## src/rpbb_pkg.sv

```systemverilog
// Shared types, constants and saturation helper for the projected bounding box block.
`default_nettype none

package rpbb_pkg;

    // Datapath and field widths
    localparam int COORD_W = 32;
    localparam int FIELD_W = 32;
    localparam int TRIG_W  = 16;
    localparam int ZOOM_W  = 24;

    // Shared multiplier: coordinate by a 25-bit signed coefficient
    localparam int MUL_B_W = ZOOM_W + 1;
    localparam int PROD_W  = COORD_W + MUL_B_W;
    localparam int SUM_W   = PROD_W + 1;

    // Fixed-point fractions
    localparam int ZOOM_FRAC = 16;
    localparam int ROT_FRAC  = 14;
    localparam int COORD_FRAC = 16;

    // Screen mapping
    localparam int SCREEN_CX    = 320;
    localparam int SCREEN_CY    = 240;
    localparam int SCREEN_SCALE = 100;

    // Input queue between front and back
    localparam int QUEUE_DEPTH = 2;
    localparam int QPTR_W      = (QUEUE_DEPTH > 1) ? $clog2(QUEUE_DEPTH) : 1;
    localparam int QCNT_W      = $clog2(QUEUE_DEPTH + 1);

    // APB register map
    localparam int PADDR_W = 5;

    typedef enum logic [2:0] {
        REG_COS_Y = 3'd0,
        REG_SIN_Y = 3'd1,
        REG_COS_X = 3'd2,
        REG_SIN_X = 3'd3,
        REG_ZOOM  = 3'd4
    } reg_idx_t;

    // Limits of the signed coordinate range, held at the wide sum width
    localparam logic signed [SUM_W-1:0] SAT_HI =
        {{(SUM_W-COORD_W+1){1'b0}}, {(COORD_W-1){1'b1}}};
    localparam logic signed [SUM_W-1:0] SAT_LO = ~SAT_HI;

    localparam logic signed [COORD_W-1:0] COORD_MAX = SAT_HI[COORD_W-1:0];
    localparam logic signed [COORD_W-1:0] COORD_MIN = SAT_LO[COORD_W-1:0];

    typedef struct packed {
        logic signed [TRIG_W-1:0] cos_y;
        logic signed [TRIG_W-1:0] sin_y;
        logic signed [TRIG_W-1:0] cos_x;
        logic signed [TRIG_W-1:0] sin_x;
        logic        [ZOOM_W-1:0] zoom;
    } cfg_t;

    typedef struct packed {
        logic signed [FIELD_W-1:0] x;
        logic signed [FIELD_W-1:0] y;
        logic signed [FIELD_W-1:0] z;
        logic                      last;
    } vtx_entry_t;

    typedef struct packed {
        logic       valid;
        vtx_entry_t entry;
    } q_link_t;

    typedef struct packed {
        logic [QCNT_W-1:0] count;
    } front_stat_t;

    typedef struct packed {
        logic busy;
    } back_stat_t;

    // Clamp a wide signed value into the coordinate range
    function automatic logic signed [COORD_W-1:0] sat_coord(input logic signed [SUM_W-1:0] v);
        logic signed [COORD_W-1:0] r;
        if (v > SAT_HI)
        begin
            r = COORD_MAX;
        end
        else if (v < SAT_LO)
        begin
            r = COORD_MIN;
        end
        else
        begin
            r = v[COORD_W-1:0];
        end
        return r;
    endfunction

endpackage

`default_nettype wire

```

## src/rpbb_vertex_if.sv

```systemverilog
// Vertex input channel: valid/ready with the vertex payload.
`default_nettype none

interface rpbb_vertex_if;
    logic                                 valid;
    logic                                 ready;
    logic signed [rpbb_pkg::FIELD_W-1:0] vertex_x;
    logic signed [rpbb_pkg::FIELD_W-1:0] vertex_y;
    logic signed [rpbb_pkg::FIELD_W-1:0] vertex_z;
    logic                                 last_vertex;

    modport source (output valid, output vertex_x, output vertex_y, output vertex_z,
                    output last_vertex, input ready);
    modport sink   (input valid, input vertex_x, input vertex_y, input vertex_z,
                    input last_vertex, output ready);
endinterface

`default_nettype wire

```

## src/rpbb_box_if.sv

```systemverilog
// Box result channel: valid/ready with the bounding box payload.
`default_nettype none

interface rpbb_box_if;
    logic                                 valid;
    logic                                 ready;
    logic signed [rpbb_pkg::FIELD_W-1:0] box_left;
    logic signed [rpbb_pkg::FIELD_W-1:0] box_top;
    logic        [rpbb_pkg::FIELD_W-1:0] box_width;
    logic        [rpbb_pkg::FIELD_W-1:0] box_height;

    modport source (output valid, output box_left, output box_top, output box_width,
                    output box_height, input ready);
    modport sink   (input valid, input box_left, input box_top, input box_width,
                    input box_height, output ready);
endinterface

`default_nettype wire

```

## src/rpbb_regs.sv

```systemverilog
// APB configuration registers: rotation sines/cosines and zoom.
`default_nettype none

module rpbb_regs (
    input  wire logic                         clk,
    input  wire logic                         rst_n,
    input  wire logic                         psel,
    input  wire logic                         penable,
    input  wire logic                         pwrite,
    input  wire logic [rpbb_pkg::PADDR_W-1:0] paddr,
    input  wire logic [31:0]                  pwdata,
    output      logic [31:0]                  prdata,
    output      logic                         pready,
    output      rpbb_pkg::cfg_t               cfg
);

    rpbb_pkg::cfg_t     cfg_reg;
    rpbb_pkg::reg_idx_t idx;
    logic               wr_en;

    assign idx    = rpbb_pkg::reg_idx_t'(paddr[rpbb_pkg::PADDR_W-1:2]);
    assign wr_en  = psel && penable && pwrite;
    assign pready = 1'b1;
    assign cfg    = cfg_reg;

    // Register write on the access phase
    always_ff @(posedge clk or negedge rst_n)
    begin
        if (!rst_n)
        begin
            cfg_reg.cos_y <= 16'sd16384;
            cfg_reg.sin_y <= '0;
            cfg_reg.cos_x <= 16'sd16384;
            cfg_reg.sin_x <= '0;
            cfg_reg.zoom  <= 24'd65536;
        end
        else if (wr_en)
        begin
            unique case (idx)
                rpbb_pkg::REG_COS_Y: cfg_reg.cos_y <= pwdata[rpbb_pkg::TRIG_W-1:0];
                rpbb_pkg::REG_SIN_Y: cfg_reg.sin_y <= pwdata[rpbb_pkg::TRIG_W-1:0];
                rpbb_pkg::REG_COS_X: cfg_reg.cos_x <= pwdata[rpbb_pkg::TRIG_W-1:0];
                rpbb_pkg::REG_SIN_X: cfg_reg.sin_x <= pwdata[rpbb_pkg::TRIG_W-1:0];
                rpbb_pkg::REG_ZOOM:  cfg_reg.zoom  <= pwdata[rpbb_pkg::ZOOM_W-1:0];
                default: ;
            endcase
        end
    end

    // Read-back mux
    always_comb
    begin
        unique case (idx)
            rpbb_pkg::REG_COS_Y: prdata = 32'($unsigned(cfg_reg.cos_y));
            rpbb_pkg::REG_SIN_Y: prdata = 32'($unsigned(cfg_reg.sin_y));
            rpbb_pkg::REG_COS_X: prdata = 32'($unsigned(cfg_reg.cos_x));
            rpbb_pkg::REG_SIN_X: prdata = 32'($unsigned(cfg_reg.sin_x));
            rpbb_pkg::REG_ZOOM:  prdata = 32'(cfg_reg.zoom);
            default:             prdata = '0;
        endcase
    end

endmodule

`default_nettype wire

```

## src/rpbb_front.sv

```systemverilog
// Front end: accepts vertex transfers, tags the last one and queues them for the back end.
`default_nettype none

module rpbb_front (
    input  wire logic            clk,
    input  wire logic            rst_n,
    rpbb_vertex_if.sink          vertex,
    output rpbb_pkg::q_link_t    link,
    input  wire logic            pop,
    output rpbb_pkg::front_stat_t stat
);

    rpbb_pkg::vtx_entry_t               slots [rpbb_pkg::QUEUE_DEPTH];
    logic [rpbb_pkg::QPTR_W-1:0]        wr_ptr_reg;
    logic [rpbb_pkg::QPTR_W-1:0]        rd_ptr_reg;
    logic [rpbb_pkg::QCNT_W-1:0]        count_reg;
    logic                               push;
    logic                               pull;
    rpbb_pkg::vtx_entry_t               in_entry;

    assign vertex.ready = (count_reg != rpbb_pkg::QCNT_W'(rpbb_pkg::QUEUE_DEPTH));
    assign push         = vertex.valid && vertex.ready;
    assign pull         = pop && (count_reg != '0);

    assign in_entry.x    = vertex.vertex_x;
    assign in_entry.y    = vertex.vertex_y;
    assign in_entry.z    = vertex.vertex_z;
    assign in_entry.last = vertex.last_vertex;

    assign link.valid = (count_reg != '0);
    assign link.entry = slots[rd_ptr_reg];
    assign stat.count = count_reg;

    // Queue storage
    always_ff @(posedge clk)
    begin
        if (push)
        begin
            slots[wr_ptr_reg] <= in_entry;
        end
    end

    // Pointers and fill level
    always_ff @(posedge clk or negedge rst_n)
    begin
        if (!rst_n)
        begin
            wr_ptr_reg <= '0;
            rd_ptr_reg <= '0;
            count_reg  <= '0;
        end
        else
        begin
            if (push)
            begin
                wr_ptr_reg <= (wr_ptr_reg == rpbb_pkg::QPTR_W'(rpbb_pkg::QUEUE_DEPTH - 1))
                              ? '0 : wr_ptr_reg + 1'b1;
            end
            if (pull)
            begin
                rd_ptr_reg <= (rd_ptr_reg == rpbb_pkg::QPTR_W'(rpbb_pkg::QUEUE_DEPTH - 1))
                              ? '0 : rd_ptr_reg + 1'b1;
            end
            if (push && !pull)
            begin
                count_reg <= count_reg + 1'b1;
            end
            else if (pull && !push)
            begin
                count_reg <= count_reg - 1'b1;
            end
        end
    end

endmodule

`default_nettype wire

```

## src/rpbb_back.sv

```systemverilog
// Back end: zoom, rotate and project one vertex on a shared multiplier, track the box.
`default_nettype none

module rpbb_back (
    input  wire logic             clk,
    input  wire logic             rst_n,
    input  wire rpbb_pkg::cfg_t   cfg,
    input  wire rpbb_pkg::q_link_t link,
    output logic                  pop,
    output rpbb_pkg::back_stat_t  stat,
    rpbb_box_if.source            box
);

    localparam int CW = rpbb_pkg::COORD_W;
    localparam int BW = rpbb_pkg::MUL_B_W;
    localparam int SW = rpbb_pkg::SUM_W;

    localparam logic signed [BW-1:0] SCALE_B = BW'(rpbb_pkg::SCREEN_SCALE);
    localparam logic signed [SW-1:0] CX_Q =
        SW'(rpbb_pkg::SCREEN_CX) <<< rpbb_pkg::COORD_FRAC;
    localparam logic signed [SW-1:0] CY_Q =
        SW'(rpbb_pkg::SCREEN_CY) <<< rpbb_pkg::COORD_FRAC;

    // States S_ZX to S_PY each issue one product; states S_ZY to S_PDONE each consume the one issued before
    typedef enum logic [3:0] {
        S_IDLE,
        S_ZX,
        S_ZY,
        S_ZZ,
        S_RX0,
        S_RX1,
        S_RZ0,
        S_RZ1,
        S_RY0,
        S_RY1,
        S_PX,
        S_PY,
        S_PDONE,
        S_ACC,
        S_EMIT
    } state_t;

    state_t                       state_reg;
    logic signed [CW-1:0]         x_reg, y_reg, z_reg;
    logic                         last_reg;
    logic signed [CW-1:0]         vx_reg, vy_reg, vz_reg;
    logic signed [CW-1:0]         rx_reg, rz_reg, ry_reg;
    logic signed [CW-1:0]         sx_reg, sy_reg;
    logic signed [rpbb_pkg::PROD_W-1:0] acc_reg;
    logic signed [rpbb_pkg::PROD_W-1:0] prod_reg;
    logic signed [CW-1:0]         min_x_reg, min_y_reg, max_x_reg, max_y_reg;
    logic                         out_valid_reg;
    logic signed [rpbb_pkg::FIELD_W-1:0] left_reg, top_reg;
    logic        [rpbb_pkg::FIELD_W-1:0] width_reg, height_reg;

    logic signed [CW-1:0]         mul_a;
    logic signed [BW-1:0]         mul_b;
    logic signed [SW-1:0]         prod_ext;
    logic signed [SW-1:0]         acc_ext;
    logic signed [CW-1:0]         zoom_res;
    logic signed [CW-1:0]         rot_diff;
    logic signed [CW-1:0]         rot_sum;
    logic signed [CW-1:0]         proj_x;
    logic signed [CW-1:0]         proj_y;
    logic                         out_free;
    logic                         emit_now;

    assign pop       = (state_reg == S_IDLE) && link.valid;
    assign stat.busy = (state_reg != S_IDLE);
    assign out_free  = !out_valid_reg || box.ready;
    assign emit_now  = (state_reg == S_EMIT) && last_reg && out_free;

    assign box.valid      = out_valid_reg;
    assign box.box_left   = left_reg;
    assign box.box_top    = top_reg;
    assign box.box_width  = width_reg;
    assign box.box_height = height_reg;

    // Multiplier operand select
    always_comb
    begin
        unique case (state_reg)
            S_ZX:    begin mul_a = x_reg;  mul_b = BW'($signed({1'b0, cfg.zoom})); end
            S_ZY:    begin mul_a = y_reg;  mul_b = BW'($signed({1'b0, cfg.zoom})); end
            S_ZZ:    begin mul_a = z_reg;  mul_b = BW'($signed({1'b0, cfg.zoom})); end
            S_RX0:   begin mul_a = vx_reg; mul_b = BW'(cfg.cos_y); end
            S_RX1:   begin mul_a = vz_reg; mul_b = BW'(cfg.sin_y); end
            S_RZ0:   begin mul_a = vx_reg; mul_b = BW'(cfg.sin_y); end
            S_RZ1:   begin mul_a = vz_reg; mul_b = BW'(cfg.cos_y); end
            S_RY0:   begin mul_a = vy_reg; mul_b = BW'(cfg.cos_x); end
            S_RY1:   begin mul_a = rz_reg; mul_b = BW'(cfg.sin_x); end
            S_PX:    begin mul_a = rx_reg; mul_b = SCALE_B; end
            S_PY:    begin mul_a = ry_reg; mul_b = SCALE_B; end
            default: begin mul_a = '0;     mul_b = '0; end
        endcase
    end

    // Post-multiply arithmetic: floor shifts, combine and clamp
    always_comb
    begin
        prod_ext = SW'(prod_reg);
        acc_ext  = SW'(acc_reg);
        zoom_res = rpbb_pkg::sat_coord(prod_ext >>> rpbb_pkg::ZOOM_FRAC);
        rot_diff = rpbb_pkg::sat_coord((acc_ext - prod_ext) >>> rpbb_pkg::ROT_FRAC);
        rot_sum  = rpbb_pkg::sat_coord((acc_ext + prod_ext) >>> rpbb_pkg::ROT_FRAC);
        proj_x   = rpbb_pkg::sat_coord(CX_Q + prod_ext);
        proj_y   = rpbb_pkg::sat_coord(CY_Q - prod_ext);
    end

    // Sequencer, datapath registers, box accumulators and output register
    always_ff @(posedge clk or negedge rst_n)
    begin
        if (!rst_n)
        begin
            state_reg     <= S_IDLE;
            x_reg         <= '0;
            y_reg         <= '0;
            z_reg         <= '0;
            last_reg      <= 1'b0;
            vx_reg        <= '0;
            vy_reg        <= '0;
            vz_reg        <= '0;
            rx_reg        <= '0;
            rz_reg        <= '0;
            ry_reg        <= '0;
            sx_reg        <= '0;
            sy_reg        <= '0;
            acc_reg       <= '0;
            prod_reg      <= '0;
            min_x_reg     <= rpbb_pkg::COORD_MAX;
            min_y_reg     <= rpbb_pkg::COORD_MAX;
            max_x_reg     <= rpbb_pkg::COORD_MIN;
            max_y_reg     <= rpbb_pkg::COORD_MIN;
            out_valid_reg <= 1'b0;
            left_reg      <= '0;
            top_reg       <= '0;
            width_reg     <= '0;
            height_reg    <= '0;
        end
        else
        begin
            prod_reg <= mul_a * mul_b;

            // Drain the output register unless a new box replaces it this cycle
            if (out_valid_reg && box.ready && !emit_now)
            begin
                out_valid_reg <= 1'b0;
            end

            unique case (state_reg)
                S_IDLE:
                begin
                    if (link.valid)
                    begin
                        x_reg     <= CW'(link.entry.x);
                        y_reg     <= CW'(link.entry.y);
                        z_reg     <= CW'(link.entry.z);
                        last_reg  <= link.entry.last;
                        state_reg <= S_ZX;
                    end
                end
                S_ZX:    state_reg <= S_ZY;
                S_ZY:    begin vx_reg  <= zoom_res; state_reg <= S_ZZ;    end
                S_ZZ:    begin vy_reg  <= zoom_res; state_reg <= S_RX0;   end
                S_RX0:   begin vz_reg  <= zoom_res; state_reg <= S_RX1;   end
                S_RX1:   begin acc_reg <= prod_reg; state_reg <= S_RZ0;   end
                S_RZ0:   begin rx_reg  <= rot_diff; state_reg <= S_RZ1;   end
                S_RZ1:   begin acc_reg <= prod_reg; state_reg <= S_RY0;   end
                S_RY0:   begin rz_reg  <= rot_sum;  state_reg <= S_RY1;   end
                S_RY1:   begin acc_reg <= prod_reg; state_reg <= S_PX;    end
                S_PX:    begin ry_reg  <= rot_diff; state_reg <= S_PY;    end
                S_PY:    begin sx_reg  <= proj_x;   state_reg <= S_PDONE; end
                S_PDONE: begin sy_reg  <= proj_y;   state_reg <= S_ACC;   end
                S_ACC:
                begin
                    if (sx_reg < min_x_reg) min_x_reg <= sx_reg;
                    if (sy_reg < min_y_reg) min_y_reg <= sy_reg;
                    if (sx_reg > max_x_reg) max_x_reg <= sx_reg;
                    if (sy_reg > max_y_reg) max_y_reg <= sy_reg;
                    state_reg <= S_EMIT;
                end
                S_EMIT:
                begin
                    // Last vertex: once the output is free, publish the box and restart the accumulators
                    if (!last_reg)
                    begin
                        state_reg <= S_IDLE;
                    end
                    else if (out_free)
                    begin
                        left_reg      <= rpbb_pkg::FIELD_W'(min_x_reg);
                        top_reg       <= rpbb_pkg::FIELD_W'(min_y_reg);
                        width_reg     <= rpbb_pkg::FIELD_W'(max_x_reg - min_x_reg);
                        height_reg    <= rpbb_pkg::FIELD_W'(max_y_reg - min_y_reg);
                        out_valid_reg <= 1'b1;
                        min_x_reg     <= rpbb_pkg::COORD_MAX;
                        min_y_reg     <= rpbb_pkg::COORD_MAX;
                        max_x_reg     <= rpbb_pkg::COORD_MIN;
                        max_y_reg     <= rpbb_pkg::COORD_MIN;
                        state_reg     <= S_IDLE;
                    end
                end
                default: state_reg <= S_IDLE;
            endcase
        end
    end

endmodule

`default_nettype wire

```

## src/rotated_projected_bounding_box.sv

```systemverilog
// Top level of the rotated, projected bounding box block.
// Vertices (signed Q16.16) arrive on the vertex channel and wait in a two-entry
// queue while the back end works on one vertex at a time: each is scaled by
// zoom_factor, rotated about Y then X with the programmed Q2.14 sine/cosine
// values, projected to screen as x = 320 + 100*rx, y = 240 - 100*ry, and folded
// into running min/max screen X and Y. In the back end a vertex is loaded,
// then passes through eleven products that share its single multiplier (one per
// cycle, registered) and the accumulate and publish steps; the front keeps
// taking vertices until the queue is full. On a vertex marked last, one result
// (left, top, width, height) is placed in the output register and the running
// box restarts; if the previous result is still waiting, the back end holds.
// Registers sit on an APB port at byte addresses 0, 4, 8, 12, 16 and should be
// written only while the block is idle.
`default_nettype none

module rotated_projected_bounding_box (
    input  wire logic                         clk,
    input  wire logic                         rst_n,
    rpbb_vertex_if.sink                       vertex,
    rpbb_box_if.source                        box,
    input  wire logic                         psel,
    input  wire logic                         penable,
    input  wire logic                         pwrite,
    input  wire logic [rpbb_pkg::PADDR_W-1:0] paddr,
    input  wire logic [31:0]                  pwdata,
    output      logic [31:0]                  prdata,
    output      logic                         pready
);

    rpbb_pkg::cfg_t        cfg;
    rpbb_pkg::q_link_t     link;
    rpbb_pkg::front_stat_t front_stat;
    rpbb_pkg::back_stat_t  back_stat;
    logic                  back_pop;

    // Configuration registers
    rpbb_regs u_regs (
        .clk     (clk),
        .rst_n   (rst_n),
        .psel    (psel),
        .penable (penable),
        .pwrite  (pwrite),
        .paddr   (paddr),
        .pwdata  (pwdata),
        .prdata  (prdata),
        .pready  (pready),
        .cfg     (cfg)
    );

    // Input acceptance and queue
    rpbb_front u_front (
        .clk    (clk),
        .rst_n  (rst_n),
        .vertex (vertex),
        .link   (link),
        .pop    (back_pop),
        .stat   (front_stat)
    );

    // Transform, projection and box tracking
    rpbb_back u_back (
        .clk   (clk),
        .rst_n (rst_n),
        .cfg   (cfg),
        .link  (link),
        .pop   (back_pop),
        .stat  (back_stat),
        .box   (box)
    );

`ifndef SYNTHESIS
    // Queue never overfills
    a_queue_bound: assert property (@(posedge clk) disable iff (!rst_n)
        front_stat.count <= rpbb_pkg::QCNT_W'(rpbb_pkg::QUEUE_DEPTH))
        else $error("input queue fill level exceeds its depth");

    // A vertex taken from the queue starts the back-end sequence
    a_pop_starts: assert property (@(posedge clk) disable iff (!rst_n)
        (link.valid && back_pop) |=> back_stat.busy)
        else $error("queue pop did not start the back end");

    // A result appears only at the end of a back-end sequence
    a_result_from_back: assert property (@(posedge clk) disable iff (!rst_n)
        $rose(box.valid) |-> $past(back_stat.busy))
        else $error("result raised while back end was idle");
`endif

endmodule

`default_nettype wire
```

## src/flat_wrapper.sv

```systemverilog
// flat-port wrapper written by rule: the top's interface ports become plain ports
module rotated_projected_bounding_box_flat 
  (clk, rst_n, psel, penable, pwrite, paddr, pwdata, prdata, pready, vertex_valid, vertex_vertex_x, vertex_vertex_y, vertex_vertex_z, vertex_last_vertex, vertex_ready, box_valid, box_box_left, box_box_top, box_box_width, box_box_height, box_ready);
  rpbb_vertex_if vertex_i ();
  rpbb_box_if box_i ();
  input  wire logic clk;
  input  wire logic rst_n;
  input  wire logic psel;
  input  wire logic penable;
  input  wire logic pwrite;
  input  wire logic [rpbb_pkg::PADDR_W-1:0] paddr;
  input  wire logic [31:0] pwdata;
  output      logic [31:0] prdata;
  output      logic pready;
  input wire logic [$bits(vertex_i.valid)-1:0] vertex_valid;
  input wire logic [$bits(vertex_i.vertex_x)-1:0] vertex_vertex_x;
  input wire logic [$bits(vertex_i.vertex_y)-1:0] vertex_vertex_y;
  input wire logic [$bits(vertex_i.vertex_z)-1:0] vertex_vertex_z;
  input wire logic [$bits(vertex_i.last_vertex)-1:0] vertex_last_vertex;
  output wire logic [$bits(vertex_i.ready)-1:0] vertex_ready;
  output wire logic [$bits(box_i.valid)-1:0] box_valid;
  output wire logic [$bits(box_i.box_left)-1:0] box_box_left;
  output wire logic [$bits(box_i.box_top)-1:0] box_box_top;
  output wire logic [$bits(box_i.box_width)-1:0] box_box_width;
  output wire logic [$bits(box_i.box_height)-1:0] box_box_height;
  input wire logic [$bits(box_i.ready)-1:0] box_ready;
  assign vertex_i.valid = vertex_valid;
  assign vertex_i.vertex_x = vertex_vertex_x;
  assign vertex_i.vertex_y = vertex_vertex_y;
  assign vertex_i.vertex_z = vertex_vertex_z;
  assign vertex_i.last_vertex = vertex_last_vertex;
  assign vertex_ready = vertex_i.ready;
  assign box_valid = box_i.valid;
  assign box_box_left = box_i.box_left;
  assign box_box_top = box_i.box_top;
  assign box_box_width = box_i.box_width;
  assign box_box_height = box_i.box_height;
  assign box_i.ready = box_ready;
  rotated_projected_bounding_box u_core (.clk(clk), .rst_n(rst_n), .vertex(vertex_i), .box(box_i), .psel(psel), .penable(penable), .pwrite(pwrite), .paddr(paddr), .pwdata(pwdata), .prdata(prdata), .pready(pready));
endmodule
```

## config.mk

```make
export PLATFORM = sky130hd
export DESIGN_NAME = rotated_projected_bounding_box_flat
export DESIGN_NICKNAME = d
export VERILOG_FILES = /design/src/rpbb_pkg.sv /design/src/rpbb_vertex_if.sv /design/src/rpbb_box_if.sv /design/src/rpbb_regs.sv /design/src/rpbb_front.sv /design/src/rpbb_back.sv /design/src/rotated_projected_bounding_box.sv /design/src/flat_wrapper.sv
export SDC_FILE = /design/constraint.sdc
export NUM_CORES = 2
export LEC_CHECK = 0
export ABC_CLOCK_PERIOD_IN_PS = 8350
export BUFFER_PORTS_ARGS = -buffer_cell sky130_fd_sc_hd__buf_2
export CORE_AREA = 2 2 367 515
export CTS_CLUSTER_SIZE = 16
export DETAILED_ROUTE_END_ITERATION = 10
export DIE_AREA = 0 0 369 517
export PLACE_DENSITY_LB_ADDON = 0.08
export SYNTH_ARGS = -nofsm -noshare
export SYNTH_HDL_FRONTEND = slang
export SYNTH_HIERARCHICAL = 1
export SYNTH_SLANG_ARGS = --single-unit
export TNS_END_PERCENT = 1
```

## constraint.sdc

```tcl
create_clock -name clk -period 8.35 [get_ports clk]
set_input_delay 1.2525 -clock clk [delete_from_list [all_inputs] [get_ports clk]]
set_output_delay 1.2525 -clock clk [all_outputs]
set_load 0.05 [all_outputs]
```

==> impl_metrics.ini <==
[critical_path]
arrival_ns = 9.36
crit_fanout = 12
critical_path.endpoint_type = flip-flop
cp-start-kind = flip-flop
critPathRequiredTime_ns = 9.01
crit_top_cell = fa_1
critPathKind = reg -> reg
max_stage_delay_ns = 0.58
slowest_stage = fa_1

[synth]
postSynthCellCount = 8802
synth_warnings = 6
syn_area_mm2 = 0.08335
syn_avg_cell_area_um2 = 9.470

[sta]
finalMaxSlewViolations = 0
max_slew_margin = 0.08356
timing.fmax_mhz = 114.9
rsz0062_at_grt = true
post-route-min-period_ns = 8.705
hold_viol = 0
fin_skew_ns = 0.1093
tightest_slew_ns = 1.366
layout_setup_ws_ns = -0.3550
setup_viol = 21
fin_crit_sh = 1.043

[clock_tree]
path_clk_slew_ns = 0.07
worstSkewPairLatency_ns = 0.80
cts-buffers-inserted = 104
clkSinkCount = 1014
cts_root_buffer = clkbuf_16
cts_tree = done
postCtsHoldBufs = 0
h-tree-depth = 3
clock_path_buffers = 3

[outcome]
failed_checks = negative setup slack
status = finished, violations left

[placement]
dp.cells = 11836
io_buffers = 284
place.gp.congestion = 1.001
dp.final_hpwl_um = 234400

[layout]
area_delta_synth_final_pct = 18.20
largest_reg_flops = 194
drive_gt1_frac = 0.1932
final_cells = 12115
nets = 10969

[routing]
drcViolationCount = 0
drt-pass1-iter-count = 6
route.antenna.remaining_nets = 0
wl_per_cell_um = 24.44
detail_route.iter0.violations = 4685
routed-via-count = 67122
wl_um = 296100
viasPerCell = 5.540

[die]
core_mm2 = 0.1863
dieArea_mm2 = 0.1908
start_util = 0.4474
floorplan.die.width_um = 369
die_h_um = 517
num_rows = 188
ios = 304

[min_path]
hold_path.class = reg -> reg

[global_routing]
grt_pass1_vias = 70902
grt.overflow.total = 0
grt_max_degree = 175
grt_use_total = 0.3136
grt_pass1_wl_um = 447400
antenna_found_initial = 12

[job]
drv_cap = 0
metal layers:
| metal | vias up | GRT usage | part of all wire |
|---|---|---|---|
| li1 | 30512 | - | - |
| met3 | 705 | 0.04338 | 0.051 |
| met4 | 14 | 0.2004 | 0.076 |
| met5 | - | 0 | 0.00029 |
| met2 | 2124 | 0.5457 | 0.50 |
| met1 | 33767 | 0.3625 | 0.38 |
path summary, 6_finish.rpt:
path | from | endpoint | slack (ns) | cells after the start
hold / removal | u_core/u_back/box.box_height[21] | u_core/u_back/box.box_height[21] | 0.46 | 2
max in group asynchronous | rst_n | u_core/u_regs/cfg[15] | 6.18 | 2
min in group asynchronous | rst_n | u_core/u_back/sx_reg[18] | 0.50 | 1
hold reg to reg | u_core/u_back/box.box_height[21] | u_core/u_back/box.box_height[21] | 0.46 | 2
setup / recovery | u_core/u_back/state_reg[3] | u_core/u_back/prod_reg[54] | -0.36 | 38
setup reg to reg | u_core/u_back/state_reg[3] | u_core/u_back/prod_reg[54] | -0.36 | 38
repair_timing:
item / in CTS / in global routing
cloned: 2 / 0
pin swaps: 84 / 17
gates resized for setup: 212 / 42
buffers inserted: 76 / 0
setup endpoints to repair: 30 / 31
per-stage QoR:
step	worst slack, ns	TNS [ns]	hold slack (ns)	area, um2	util
3_3_place_gp	-1.617	-22.39	0.4457	92820	0.4982
2_1_floorplan	-0.003877	-0.003877	0.4455	83490	-
6_report	-0.3550	-3.838	0.4614	98520	0.5288
3_5_place_dp	-1.539	-23.35	0.4530	92820	0.4982
5_1_grt	-0.7124	-11.28	0.4871	98510	0.5288
4_1_cts	-0.3221	-4.273	0.4669	98310	0.5277
worst max-delay path: cells and delay by family (launching register included):
family | cells | cell delay (ns)
AO/OA/AOI/OAI | 7 | 0.95
XOR/XNOR | 1 | 0.12
adder cells (fa/ha/maj) | 8 | 3.98
buffers and inverters | 13 | 1.51
flip-flops | 1 | 0.42
AND/OR/NAND/NOR | 9 | 1.55
area by class of cell:
cell class	instances	area, um2
clock inverters	63	965.9
diodes	5	12.51
repair buffers	1100	9204
flip-flops and latches	1014	26430
fillers	17207	87780
well taps	2470	3090
multi-input cells	6169	51570
inverters	1159	4352
clock buffers	135	2889
cell usage in the layout, fill, tap and decap left out, types with 283 or more instances in the layout:
cell,instances
buf_4,652
buf_2,283
a21oi_1,482
dfrtp_1,751
o21ai_0,337
nor2_1,726
fa_1,812
inv_1,1137
nand2_1,1248
ha_1,444
Power is not shown: default switching activity piles up to over one toggle a cycle in this logic, so the estimate is an artifact.
